$ cat src/hw/rtl/cau_pkg.sv
// cau_pkg: shared types, codes and constants of the complex arithmetic unit.
// No dependencies; imported by every module under hw/rtl.
package cau_pkg;

	localparam int FRAC_BITS_DEF = 16;
	localparam int QUEUE_DEPTH   = 4;
	localparam int DIV_STEPS     = 32;   // quotient bits, one per divider stage

	typedef enum logic [1:0] {
		ACT_ADD = 2'd0,
		ACT_SUB = 2'd1,
		ACT_MUL = 2'd2,
		ACT_DIV = 2'd3
	} action_t;

	// classified item handed from front to back through the queue
	typedef struct packed {
		action_t            action;
		logic               dz;      // divide with zero divisor
		logic signed [31:0] a_real;
		logic signed [31:0] a_imag;
		logic signed [31:0] b_real;
		logic signed [31:0] b_imag;
	} item_t;

	typedef struct packed {
		logic [31:0] res_real;
		logic [31:0] res_imag;
		logic        div_zero;
		logic        overflow;
	} result_t;

	typedef struct packed {
		logic [31:0] val;
		logic        ovf;
	} sat_t;

	// clamp a signed value to 32 bits
	function automatic sat_t sat_signed(input logic signed [65:0] v);
		sat_t r;
		r.ovf = 1'b0;
		if (v > 66'sh0_0000_0000_7FFF_FFFF) begin
			r.val = 32'h7FFF_FFFF;
			r.ovf = 1'b1;
		end else if (v < -66'sh0_0000_0000_8000_0000) begin
			r.val = 32'h8000_0000;
			r.ovf = 1'b1;
		end else begin
			r.val = v[31:0];
		end
		return r;
	endfunction

	// sign and magnitude to clamped two's complement
	function automatic sat_t sat_mag(input logic neg, input logic [33:0] mag);
		sat_t r;
		r.ovf = 1'b0;
		if (!neg) begin
			if (mag > 34'h0_7FFF_FFFF) begin
				r.val = 32'h7FFF_FFFF;
				r.ovf = 1'b1;
			end else begin
				r.val = mag[31:0];
			end
		end else begin
			if (mag > 34'h0_8000_0000) begin
				r.val = 32'h8000_0000;
				r.ovf = 1'b1;
			end else begin
				r.val = 32'(~mag[31:0] + 32'd1);
			end
		end
		return r;
	endfunction

endpackage

$ cat src/hw/rtl/cau_queue.sv
// cau_queue: short FIFO of classified items between front and back.
// Depends on cau_pkg.
module cau_queue (
	input  logic            clk,
	input  logic            arst_n,
	input  logic            push_valid,
	output logic            push_ready,
	input  cau_pkg::item_t  push_item,
	output logic            pop_valid,
	input  logic            pop_ready,
	output cau_pkg::item_t  pop_item
);
	import cau_pkg::*;

	localparam int PW = $clog2(QUEUE_DEPTH);

	item_t         mem_q [QUEUE_DEPTH];
	logic [PW-1:0] wr_q, rd_q;
	logic [PW:0]   cnt_q;
	logic          do_push, do_pop;

	assign push_ready = (cnt_q != (PW+1)'(QUEUE_DEPTH));
	assign pop_valid  = (cnt_q != '0);
	assign do_push    = push_valid && push_ready;
	assign do_pop     = pop_valid && pop_ready;
	assign pop_item   = mem_q[rd_q];

	always_ff @(posedge clk) begin
		if (do_push) begin
			mem_q[wr_q] <= push_item;
		end
	end

	always_ff @(posedge clk or negedge arst_n) begin
		if (!arst_n) begin
			wr_q  <= '0;
			rd_q  <= '0;
			cnt_q <= '0;
		end else begin
			if (do_push) begin
				wr_q <= (wr_q == PW'(QUEUE_DEPTH-1)) ? '0 : wr_q + 1'b1;
			end
			if (do_pop) begin
				rd_q <= (rd_q == PW'(QUEUE_DEPTH-1)) ? '0 : rd_q + 1'b1;
			end
			case ({do_push, do_pop})
				2'b10:   cnt_q <= cnt_q + 1'b1;
				2'b01:   cnt_q <= cnt_q - 1'b1;
				default: cnt_q <= cnt_q;
			endcase
		end
	end

endmodule

$ cat config.mk
export PLATFORM = sky130hd
export DESIGN_NAME = cau_queue
export DESIGN_NICKNAME = d
export VERILOG_FILES = /design/src/hw/rtl/cau_pkg.sv /design/src/hw/rtl/cau_queue.sv
export SDC_FILE = /design/constraint.sdc
export NUM_CORES = 1
export LEC_CHECK = 0
export BUFFER_PORTS_ARGS = -buffer_cell sky130_fd_sc_hd__buf_2
export CAP_MARGIN = 20
export CORE_UTILIZATION = 41
export CTS_BUF_LIST = sky130_fd_sc_hd__clkbuf_16
export CTS_CLUSTER_SIZE = 16
export DETAILED_ROUTE_END_ITERATION = 10
export SYNTH_ARGS = -nofsm -noshare
export SYNTH_HDL_FRONTEND = slang
export SYNTH_SLANG_ARGS = --single-unit
$ cat constraint.sdc
create_clock -name clk -period 3.6 [get_ports clk]
set_clock_uncertainty 0.15 [all_clocks]
set_input_delay 0.36 -clock clk [delete_from_list [all_inputs] [get_ports clk]]
set_output_delay 0.36 -clock clk [all_outputs]
set_load 0.05 [all_outputs]
==> results.rst <==
.. list-table::
   :header-rows: 1

   * - Metric
     - Value
   * - Final hold violation count
     - 0
   * - Wire length of the first global-routing pass
     - 57.7 mm
   * - Maximum number of pins on one net before global-route repair
     - 86
   * - Number of vias per cell after detailed routing
     - 5.02
   * - Max stage delay cell, worst path
     - sky130_fd_sc_hd__mux4_2
   * - Number of global-route vias before repair
     - 9,835
   * - Share of cells above drive strength 1
     - approximately two fifths
   * - Buffer depth of the longest clock path
     - 3
   * - Reg-to-reg startpoint
     - cnt_q[0]$_DFFE_PN0P_
   * - Pwr Density
     - 922 mW/mm²
   * - Final period util
     - 83.2%
   * - Worst hold path endpoint
     - wr_q[1]$_DFFE_PN0P_
   * - Count of cells along the worst register-to-register path
     - 9
   * - Root buffer selected by CTS
     - sky130_fd_sc_hd__clkbuf_16
   * - Area Overhead vs Synth
     - 27.2%
   * - Total clock buffers created by CTS
     - 55
   * - Nature of the critical path startpoint
     - flip-flop
   * - Setup slack of the most critical reg-to-reg path
     - 1.23 ns
   * - Yosys top cell area share
     - ~81%
   * - Total core area
     - 0.0466 mm²
   * - Highest achievable clock rate
     - 0.334 GHz
   * - Total I/O pin count
     - 268
   * - Data required time at the worst endpoint
     - 3.09 ns
   * - Worst hold-check path type
     - input port to flip-flop
   * - Count of endpoints failing setup in the final report
     - 0
   * - Max Slew Vio Count
     - 0
   * - Total via count in the routed design
     - 9,127
   * - FF-to-FF End
     - cnt_q[2]$_DFFE_PN0P_
   * - CTS tree
     - done
   * - Largest stage delay on the critical path
     - 0.60 ns
   * - WL/cell
     - 21.1 µm
   * - Remaining number of nets flagged by the antenna check after routing
     - 0
   * - Number of detailed-route iterations in the first pass
     - 4
   * - Number of levels in the clock H-tree
     - 2
   * - Post-synthesis instance area
     - 0.0193 mm²
   * - Highest net fanout along the worst path
     - 85
   * - Seq cells post-synth
     - about 530
   * - Violation count after the first detailed-route iteration
     - 442
   * - Setup repair after global routing missed its margin
     - false
   * - Number of antenna violations at the first check in global routing
     - 2
   * - MaxCap Viol Count
     - 0
   * - Slew at the pin closest to its max-slew limit
     - 0.750 ns
   * - Min Tclk post-route
     - 2.99 ns
   * - GRT Util Overall
     - 16.1%
   * - Leakage Power
     - 8.49 nW
   * - Overflow after GRT
     - 0
   * - Portion of the post-synthesis area used by sequential elements
     - 82.3%
   * - Hpwl dp
     - 21.2 mm
   * - Highest ir drop seen on vdd
     - 619 µV
   * - Final weighted congestion of routability-driven global placement
     - 0.698
   * - CTS sink count
     - approximately 530
   * - Synth Warn #
     - 0
   * - Tot Pwr
     - 0.0227 W
   * - Crit end category
     - output port
   * - Skew-Pair Late Insertion Delay
     - slightly below 0.6 ns
   * - Largest cells by area after synthesis
     - sky130_fd_sc_hd__edfxtp_1, sky130_fd_sc_hd__mux4_2, sky130_fd_sc_hd__dfrtp_1, sky130_fd_sc_hd__buf_6, sky130_fd_sc_hd__buf_2
   * - Starting density of the core
     - between 40% and 50%
   * - Setup TNS after final layout
     - 0 ns
   * - Startpoint of the most critical hold path
     - push_valid
   * - DRC errors left
     - 0
   * - Die X
     - 219 µm
   * - Routed wire length
     - 38.3 mm
   * - Max-Slew Margin vs Limit
     - 50.0%
   * - Die area
     - 0.0481 mm²
   * - Biggest area consumer among synthesized cells
     - sky130_fd_sc_hd__edfxtp_1
   * - Cell Rows
     - 79
   * - Die H
     - 219 µm
   * - Count of unique library cells instantiated by Yosys
     - 20
   * - IO buf count
     - ~270
   * - Instance count of the mapped netlist
     - 725
   * - Syn nets
     - 867
   * - Kind of critical path
     - flip-flop to output port
   * - Hold Path Stages
     - 3
   * - Register clock-pin slew on the reported worst setup and hold paths
     - 0.06 ns
   * - Total number of nets in the final design
     - 1,308
   * - Syn avg cell area
     - between 20 and 30 µm²
   * - Outcome
     - completed
   * - Hold Slack
     - 0.125 ns
   * - Arrival time reported for the critical path endpoint
     - 2.48 ns
   * - Ordered cell list for the critical path
     - buf_12 > mux4_2 > buf_2
==> critical path, delay by kind of cell, from the launching register on <==
kind                   cells  cell delay [ns]
buffers and inverters      2             0.78
multiplexers               1             0.60
flip-flops                 1             0.44
==> power by group <==
part           switching [W]  leakage (nW)  total [W]  internal, W
Clock                0.00223         0.904    0.00544      0.00321
Sequential          0.000306          4.88    0.00847      0.00816
Combinational        0.00616          2.70    0.00879      0.00263
Total                0.00870          8.49     0.0227       0.0140
==> flip-flops by register name (all words and copies together) (netlist names) <==
register / cells
mem_q: 524
cnt_q: 3
rd_q: 2
wr_q: 2
==> routing by layer <==
layer,track usage (%),vias up,share of wire [%]
met2,26.3,228,49
met3,4.21,51,6.1
met4,5.12,2,1.9
met5,0,-,0.021
met1,21.2,4811,43
li1,-,4035,-
==> cell usage after synthesis <==
| library cell | number |
|---|---|
| sky130_fd_sc_hd__ha_1 | 6 |
| sky130_fd_sc_hd__xor2_1 | 2 |
| sky130_fd_sc_hd__and2_4 | 1 |
| sky130_fd_sc_hd__or3_2 | 1 |
| sky130_fd_sc_hd__mux2i_1 | 1 |
| sky130_fd_sc_hd__mux2_4 | 2 |
| sky130_fd_sc_hd__buf_2 | 16 |
| sky130_fd_sc_hd__clkbuf_1 | 5 |
| sky130_fd_sc_hd__or3b_4 | 1 |
| sky130_fd_sc_hd__xnor2_1 | 1 |
| sky130_fd_sc_hd__buf_6 | 9 |
| sky130_fd_sc_hd__inv_1 | 7 |
| sky130_fd_sc_hd__nor2_1 | 3 |
| sky130_fd_sc_hd__fa_1 | 1 |
| sky130_fd_sc_hd__mux2_2 | 2 |
| sky130_fd_sc_hd__edfxtp_1 | 524 |
| sky130_fd_sc_hd__dfrtp_1 | 7 |
| sky130_fd_sc_hd__and3_2 | 4 |
| sky130_fd_sc_hd__mux4_2 | 131 |
| sky130_fd_sc_hd__nand2_1 | 1 |
==> through the flow <==
step                cell area (µm²)  std cells  utilization (%)  setup WS, ns
CTS                           24600       1817             52.9         0.480
floorplan                     19300        725                -         0.600
detailed placement            21500       1583             46.2          1.13
global route                  24600       1817             52.9         0.430
global placement              21500       1583             46.2          1.15
finish                        24600       1818             52.9         0.606
==> placed cells by master (no fill, tap or decap), types with 3 or more instances in the layout <==
cell type	count
sky130_fd_sc_hd__edfxtp_1	524
sky130_fd_sc_hd__buf_2	267
sky130_fd_sc_hd__dlygate4sd3_1	133
sky130_fd_sc_hd__mux4_2	131
sky130_fd_sc_hd__clkbuf_16	57
sky130_fd_sc_hd__inv_1	17
sky130_fd_sc_hd__clkinv_1	14
sky130_fd_sc_hd__buf_12	12
sky130_fd_sc_hd__clkinv_2	10
sky130_fd_sc_hd__ha_1	6
sky130_fd_sc_hd__bufinv_16	5
sky130_fd_sc_hd__dfrtp_1	5
sky130_fd_sc_hd__and3_4	4
sky130_fd_sc_hd__nor2_1	3
sky130_fd_sc_hd__clkinv_4	3
==> cell families (layout without fill, tap and decap cells) <==
| kind of cell | count (synthesis) | in the layout | share of synthesized area [%] |
|---|---|---|---|
| xor gates and xnor gates | 3 | 3 | 0.136 |
| adders and majority gates | 7 | 7 | 0.492 |
| buffers and inverters | 37 | 522 | 1.17 |
| DFF | 531 | 531 | 82.3 |
| muxes | 136 | 136 | 15.6 |
| other | 0 | 1 | 0 |
| and+or+nand+nor | 11 | 11 | 0.375 |
==> repair_timing <==
action | in CTS | in global routing
hold buffers | 133 | 0
buffers inserted | 0 | 0
resized for setup | 0 | 0
endpoints found under the hold margin | 531 | 0
==> worst max path at each step <==
| stage | start | end | slack [ns] | depth (start not counted) |
|---|---|---|---|---|
| finish | rd_q[0]$_DFFE_PN0P_ | pop_item[70] | 0.61 | 3 |
| global route | rd_q[0]$_DFFE_PN0P_ | pop_item[5] | 0.43 | 3 |
| CTS | rd_q[0]$_DFFE_PN0P_ | pop_item[57] | 0.48 | 3 |
| detailed placement | rd_q[0]$_DFFE_PN0P_ | pop_item[57] | 1.13 | 3 |
| global placement | rd_q[0]$_DFFE_PN0P_ | pop_item[75] | 1.15 | 3 |
| floorplan | cnt_q[2]$_DFFE_PN0P_ | mem_q[0][0]$_DFFE_PP_ | 0.60 | 2 |
==> layout make-up <==
type / count / area, µm²
Fill cell: 3609 / 21900
Sequential cell: 531 / 15900
Multi-Input combinational cell: 157 / 3220
Timing Repair Buffer: 414 / 2920
Clock buffer: 57 / 1430
Tap cell: 607 / 759
Clock inverter: 44 / 333
Inverter: 7 / 26.3
Antenna cell: 1 / 2.50
Note: power is estimated with default switching activity, not from simulation.
