==> config.mk <==
export PLATFORM = sky130hd
export DESIGN_NAME = cau_front
export DESIGN_NICKNAME = d
export VERILOG_FILES = /design/src/hw/rtl/cau_pkg.sv /design/src/hw/rtl/cau_front.sv
export SDC_FILE = /design/constraint.sdc
export NUM_CORES = 1
export LEC_CHECK = 0
export ABC_AREA = 1
export BUFFER_PORTS_ARGS = -buffer_cell sky130_fd_sc_hd__buf_4
export CAP_MARGIN = 20
export CORE_AREA = 5 5 100 102
export DETAILED_ROUTE_END_ITERATION = 12
export DIE_AREA = 0 0 105 107
export PLACE_DENSITY_LB_ADDON = 0.15
export SYNTH_ARGS = -nofsm -noshare
export SYNTH_HDL_FRONTEND = slang
export SYNTH_SLANG_ARGS = --single-unit
==> constraint.sdc <==
create_clock -name vclk -period 1.43
set_clock_uncertainty 0.2 [all_clocks]
set_input_delay 0.2145 -clock vclk [all_inputs]
set_output_delay 0.2145 -clock vclk [all_outputs]
set_load 0.05 [all_outputs]
==> src/hw/rtl/cau_pkg.sv <==
// cau_pkg: shared types, codes and constants of the complex arithmetic unit.
// No dependencies; imported by every module under hw/rtl.
package cau_pkg;

	localparam int FRAC_BITS_DEF = 16;
	localparam int QUEUE_DEPTH   = 4;
	localparam int DIV_STEPS     = 32;   // quotient bits, one per divider stage

	typedef enum logic [1:0] {
		ACT_ADD = 2'd0,
		ACT_SUB = 2'd1,
		ACT_MUL = 2'd2,
		ACT_DIV = 2'd3
	} action_t;

	// classified item handed from front to back through the queue
	typedef struct packed {
		action_t            action;
		logic               dz;      // divide with zero divisor
		logic signed [31:0] a_real;
		logic signed [31:0] a_imag;
		logic signed [31:0] b_real;
		logic signed [31:0] b_imag;
	} item_t;

	typedef struct packed {
		logic [31:0] res_real;
		logic [31:0] res_imag;
		logic        div_zero;
		logic        overflow;
	} result_t;

	typedef struct packed {
		logic [31:0] val;
		logic        ovf;
	} sat_t;

	// clamp a signed value to 32 bits
	function automatic sat_t sat_signed(input logic signed [65:0] v);
		sat_t r;
		r.ovf = 1'b0;
		if (v > 66'sh0_0000_0000_7FFF_FFFF) begin
			r.val = 32'h7FFF_FFFF;
			r.ovf = 1'b1;
		end else if (v < -66'sh0_0000_0000_8000_0000) begin
			r.val = 32'h8000_0000;
			r.ovf = 1'b1;
		end else begin
			r.val = v[31:0];
		end
		return r;
	endfunction

	// sign and magnitude to clamped two's complement
	function automatic sat_t sat_mag(input logic neg, input logic [33:0] mag);
		sat_t r;
		r.ovf = 1'b0;
		if (!neg) begin
			if (mag > 34'h0_7FFF_FFFF) begin
				r.val = 32'h7FFF_FFFF;
				r.ovf = 1'b1;
			end else begin
				r.val = mag[31:0];
			end
		end else begin
			if (mag > 34'h0_8000_0000) begin
				r.val = 32'h8000_0000;
				r.ovf = 1'b1;
			end else begin
				r.val = 32'(~mag[31:0] + 32'd1);
			end
		end
		return r;
	endfunction

endpackage

==> src/hw/rtl/cau_front.sv <==
// cau_front: accepts input beats and classifies them (action, zero divisor).
// Depends on cau_pkg.
module cau_front (
	input  logic            s_tvalid,
	output logic            s_tready,
	input  logic [127:0]    s_tdata,
	input  logic [1:0]      s_tuser,
	output logic            item_valid,
	input  logic            item_ready,
	output cau_pkg::item_t  item
);
	import cau_pkg::*;

	logic b_zero;

	assign b_zero = (s_tdata[95:64] == 32'd0) && (s_tdata[127:96] == 32'd0);

	always_comb begin
		item.action = action_t'(s_tuser);
		item.a_real = s_tdata[31:0];
		item.a_imag = s_tdata[63:32];
		item.b_real = s_tdata[95:64];
		item.b_imag = s_tdata[127:96];
		item.dz     = (action_t'(s_tuser) == ACT_DIV) && b_zero;
	end

	assign item_valid = s_tvalid;
	assign s_tready   = item_ready;

endmodule

==> results of run 1 <==
[cell usage after synthesis]
library cell / number
nor2_2: 1
nand4_1: 2
nand2_1: 17
buf_4: 132
nor3_1: 1
nor2_1: 39
[worst paths after layout]
| path | startpoint | end | slack (ns) |
|---|---|---|---|
| max | s_tdata[74] | item[128] | -0.12 |
| min | s_tdata[22] | item[118] | 0.23 |
[cell families (layout without fill, tap and decap cells)]
group         after synthesis  in the layout  synth area share, %
buf+inv                   132            154                80.90
simple gates               60             60                19.10
[layout make-up]
cell class / instances / area [um2]
fillers: 1035 / 7386
multi-input cells: 60 / 276.5
well taps: 111 / 138.9
repair buffers: 154 / 1220
[report_power, final]
part           switching, mW  internal (mW)  total [mW]
Clock                      0              0           0
Sequential                 0              0           0
Combinational          0.461          0.301       0.762
Total                  0.461          0.301       0.762
[per-layer routing]
layer | vias to the layer above | GRT usage, %
met1 | 410 | 4.942
met3 | 22 | 2.649
met4 | 0 | 2.100
met5 | - | 0
met2 | 101 | 8.993
li1 | 501 | -
[what timing repair did]
action,4_1_cts,5_1_grt
setup endpoints to repair,1,1
pin swaps,18,11
resized for setup,19,12
setup buffers,1,1
[metrics by stage]
step	setup slack (ns)	area, um2	cells	util, %	hold slack, ns
3_3_place_gp	-0.2615	1519	323	16.84	0.2293
6_report	-0.1239	1635	325	18.13	0.2290
2_1_floorplan	0.09608	1230	192	-	0.3961
4_1_cts	-0.1473	1590	324	17.63	0.2293
3_5_place_dp	-0.2549	1519	323	16.84	0.2293
5_1_grt	-0.2474	1635	325	18.13	0.2291
==> results by group, run 1 <==
Floorplanning
  – Die area: 11240 um2
  – Die Y: between 100 and 150 um
  – Std cell rows: 35
  – Die X: 105 um
  – Core Area: 9021 um2
  – I/O pin count: 265
  – Starting Density: between 10% and 20%

Worst setup path
  – Crit path DAT: 1.14 ns
  – Crit. End Element: output pin
  – Critical Path Most Common Cell: nor2_2
  – Critical Path Max Stage Delay: 0.22 ns
  – Delay-heaviest family, CP: simple AND/OR/NAND/NOR gates
  – Crit-path max FO: 2
  – CP Data Required Time: 1.02 ns
  – CP cell instances: buf_6 -> nor2_2 -> nand2_1 -> nor2_2 -> nand4_1 -> nor2_4 -> buf_8
  – CP Class: in -> out
  – Slowest CP cell: nand4_1
  – Number of buffers and inverters on the critical path: 2
  – Worst path depth: 7
  – Startpoint class of the critical path: primary input

Synthesis
  – Netlist cell types: 6
  – Cells after synthesis: 192
  – Syn avg cell area: 6.380 um2
  – Syn_nets: 324
  – Top cells by area, synth: buf_4, nor2_1, nand2_1
  – Syn. warnings: 0
  – Netlist area before placement: 1225 um2
  – Synth area leader: buf_4
  – Top cell type's share of synthesized area: 80.90%
  – Sequential fraction of the synthesis area: 0%

Finish
  – Fraction of layout cells with a size suffix above 1: 78.50%
  – Post-layout net count: approximately 350
  – Seq Cell Count: 0
  – Clock buffer count: 0
  – Sequential Area: 0 um2
  – Area Overhead vs Synth: 33.50%
  – Commonest non-fill, non-tap cell in the layout: buf_4
  – Diodes inserted: 0
  – Most frequent cells in the layout: buf_4, nor2_1, nand2_1

Pwr
  – Total power draw: about 0.76 mW
  – PwrDens: 466.0 nW/um2
  – Pleak: 0.8388 nW
  – Worst vdd ir: 92.92 uV

Route
  – Total Wirelength: 3515 um
  – Via count: 1034
  – DR iter-0 viols: 17
  – Routed len/inst: 10.82 um
  – ANT nets after route: 0
  – Met3 Routed Length: 601 um
  – Via-per-instance ratio: 3.182
  – Met2 wire len: around 1800 um
  – DRC: 0
  – Detailed Routing Iterations Pass 1: 4
  – Max Used Layer: met4
  – Wl on met1: 1000 um

Timing
  – Fmax: approximately 640 MHz
  – Worst slew margin: 84.91%
  – Worst-Margin Slew: 0.2257 ns
  – Final period util: 108.7%
  – Final hold viol count: 0
  – Post-route setup slack: -0.1239 ns
  – Fin crit period: about 1.6 ns
  – Unrepaired setup endpoints after global routing: true
  – Setup_tns: -0.1239 ns
  – Final setup fails: 1
  – Final slew viol count: 0

Flow run
  – Max Cap Viol: 0

GRT
  – Vias in the first global route: ~1000
  – Antenna violations before repair: 0
  – First-pass GRT wire length: 4892 um
  – GRT Total Usage: a little over 5%
  – Largest net degree at the start of global routing: 3
  – Remaining global-route overflow: 0

Clock tree
  – Hold Buf Count CTS: 0

Place
  – IO buf count: ~130
  – Routability cong.: 0.6007
  – Hpwl dp: 3242 um

Min path
  – Hold Path Depth: 0
  – Worst min path class: in -> out

Outcome
  – Status: finished, violations left
  – Violated checks: negative setup slack
Note: power is estimated with default switching activity, not from simulation.
==> run 2, diff against run 1 <==
- ABC_AREA: 1 -> unset
- CORE_AREA: 5 5 100 102 -> 5 5 98 100
- DIE_AREA: 0 0 105 107 -> 0 0 103 105
==> run 2 against run 1 <==
Compared with the run above: design area is 0.31% higher; sequential share of layout area stayed put; core utilization is 0.96 points higher; power is 2.0% higher; critical path depth is 2 lower; die area is 3.7% lower; highest routed layer unchanged; the flow still finishes with violations (negative setup slack); cell count is 12% lower; count of clock-buffer cells in the layout stayed put; synthesized area is 6.6% lower; combinational power is 2% higher.
==> results by group, run 2 <==
Outcome
  – Status: finished, violations left (unchanged)
  – Violated checks: negative setup slack (unchanged)

Worst setup path
  – CP Data Required Time: 1.02 ns (about the same)
  – Crit path DAT: 1.29 ns (was 1.14 ns)
  – Critical Path Max Stage Delay: 0.29 ns (was 0.22 ns)
  – CP Class: in -> out (unchanged)
  – Crit. End Element: output pin (unchanged)
  – Startpoint class of the critical path: primary input (unchanged)
  – CP cell instances: buf_4 -> nor4_4 -> nand4_1 -> nor4_4 -> buf_6 (was buf_6 -> nor2_2 -> nand2_1 -> nor2_2 -> nand4_1 -> nor2_4 -> buf_8)
  – Crit-path max FO: 2 (unchanged)
  – Critical Path Most Common Cell: nor4_4 (was nor2_2)
  – Slowest CP cell: nor4_4 (was nand4_1)

Timing
  – Final hold viol count: 0 (unchanged)
  – Final period util: 119.1% (was 108.7%)
  – Worst slew margin: 77.73% (was 84.91%)
  – Final setup fails: 1 (unchanged)
  – WHS: 0.2290 ns (unchanged)
  – Fin crit period: 1.704 ns (was 1.554 ns)
  – Final slew viol count: 0 (unchanged)
  – Post-route setup slack: -0.2735 ns (was -0.1239 ns)
  – Worst-Margin Slew: 0.3331 ns (was 0.2257 ns)
  – Fmax: 587.0 MHz (was 643.5 MHz)
  – Unrepaired setup endpoints after global routing: true (unchanged)
  – Setup_tns: -0.2735 ns (was -0.1239 ns)

Finish
  – Diodes inserted: 0 (unchanged)
  – Post-layout net count: 311 (was 348)
  – Final instance area: 1640 um2 (was 1635 um2)
  – Final Core Density: 19.09% (was 18.13%)
  – Seq Cell Count: 0 (unchanged)
  – Clock buffer count: 0 (unchanged)
  – Sequential Area: 0 um2 (unchanged)
  – Area Overhead vs Synth: 43.44% (was 33.50%)
  – Fraction of layout cells with a size suffix above 1: 95.48% (was 78.50%)
  – Commonest non-fill, non-tap cell in the layout: buf_4 (unchanged)
  – Most frequent cells in the layout: buf_4, nor4_4, buf_6 (was buf_4, nor2_1, nand2_1)

Synthesis
  – Count leader, synth: buf_4 (unchanged)
  – Sequential fraction of the synthesis area: 0% (unchanged)
  – Syn. warnings: 0 (unchanged)
  – Netlist area before placement: 1144 um2 (was 1225 um2)
  – Syn_nets: 287 (was 324)
  – Syn avg cell area: 7.378 um2 (was 6.380 um2)
  – Top cells by area, synth: buf_4, nor4_1, nor4b_1 (was buf_4, nor2_1, nand2_1)
  – Synth cell count leaders: buf_4, nor4_1, nand3_1, nand4_1, nor4b_1 (was buf_4, nor2_1, nand2_1)
  – Top cell type's share of synthesized area: 86.65% (was 80.90%)
  – Netlist cell types: 8 (was 6)
  – Cells after synthesis: 155 (was 192)
  – Synth area leader: buf_4 (unchanged)

Place
  – Placed instance area: 1535 um2 (was 1519 um2)
  – IO buf count: 133 (unchanged)
  – Routability cong.: 0.6212 (was 0.6007)
  – Hpwl dp: 3610 um (was 3242 um)

Pwr
  – Worst vdd ir: 99.93 uV (was 92.92 uV)
  – PwrDens: 474.0 nW/um2 (was 466.0 nW/um2)
  – Pleak: 0.8050 nW (was 0.8388 nW)

Min path
  – Worst min path class: in -> out (unchanged)

Flow run
  – Max Cap Viol: 0 (unchanged)

Floorplanning
  – Starting Density: 13.31% (was 13.58%)
  – Std cell rows: 34 (was 35)
  – Die Y: 105 um (was 107 um)
  – Die X: 103 um (was 105 um)
  – Die area: 10820 um2 (was 11240 um2)
  – Core Area: 8593 um2 (was 9021 um2)
  – I/O pin count: 265 (unchanged)

GRT
  – Vias in the first global route: 1039 (was 1025)
  – Largest net degree at the start of global routing: 3 (unchanged)
  – Remaining global-route overflow: 0 (unchanged)
  – First-pass GRT wire length: 5230 um (was 4892 um)
  – GRT Total Usage: 5.991% (was 5.074%)
  – Antenna violations before repair: 0 (unchanged)

Route
  – Via-per-instance ratio: 3.277 (was 3.182)
  – Total Wirelength: 3877 um (was 3515 um)
  – Detailed Routing Iterations Pass 1: 4 (unchanged)
  – ANT nets after route: 0 (unchanged)
  – Routed len/inst: 13.60 um (was 10.82 um)
  – DR iter-0 viols: 25 (was 17)
  – DRC: 0 (unchanged)
  – Via count: 934 (was 1034)

Clock tree
  – Hold Buf Count CTS: 0 (unchanged)
-- run 2: changes by cell type in the layout (fill, tap and decap cells not counted), moves of 3 or more --
cell	delta
buf_4	+9
buf_6	-7
nand2_1	-16
nor2_1	-26
nor2_2	-11
nor4_1	+3
nor4_2	+3
nor4_4	+9
-- run 2: final timing paths --
kind | endpoint | cells past startpoint | slack, ns | start
worst min-delay path | item[110] | 0 | 0.23 | s_tdata[14]
worst max-delay path | item[128] | 5 | -0.27 | s_tdata[82]
-- run 2: power breakdown --
group,switching [mW],total (mW),internal [mW]
clock,0,0,0
sequential,0,0,0
combinational,0.483,0.778,0.295
-- run 2: logic make-up (layout without fill, tap and decap cells) --
kind of cell | count (synthesis) | after routing | synth area share, %
buffers and inverters | 132 | 154 | 86.65
AND/OR/NAND/NOR | 23 | 23 | 13.35
-- run 2: layer usage --
metal | GRT usage, % | vias up | wire length (um)
li1 | - | 423 | -
met1 | 5.829 | 387 | 1150
met2 | 11.27 | 100 | 2000
met3 | 2.265 | 24 | 592
met4 | 2.035 | 0 | 134
met5 | 0 | - | 0
-- run 2: final cells by class --
cell class	count	area, um2
fill	976	6953
multi-input combinational	23	326.6
tap	108	135.1
timing repair buffer	154	1179
-- run 2: per-stage QoR --
| stage | std cells | setup slack [ns] | power (mW) |
|---|---|---|---|
| finish | 285 | -0.2735 | 0.7776 |
| global route | 285 | -0.3800 | 0.8118 |
| CTS | 286 | -0.3902 | 0.7662 |
| detailed placement | 286 | -0.5226 | 0.7562 |
| global placement | 286 | -0.5184 | 0.7599 |
| floorplan | 155 | -0.2698 | 1.009 |
-- run 2: repair_timing --
| item | in CTS | in global routing |
|---|---|---|
| buffers inserted | 0 | 0 |
| setup endpoints to repair | 1 | 1 |
| gates resized for setup | 7 | 11 |
| gates cloned | 0 | 0 |
| pin swaps | 4 | 8 |
-- run 2: critical path: cells and delay by family --
kind	cells	cell delay, ns
and+or+nand+nor	3	0.74
buffers and inverters	2	0.32
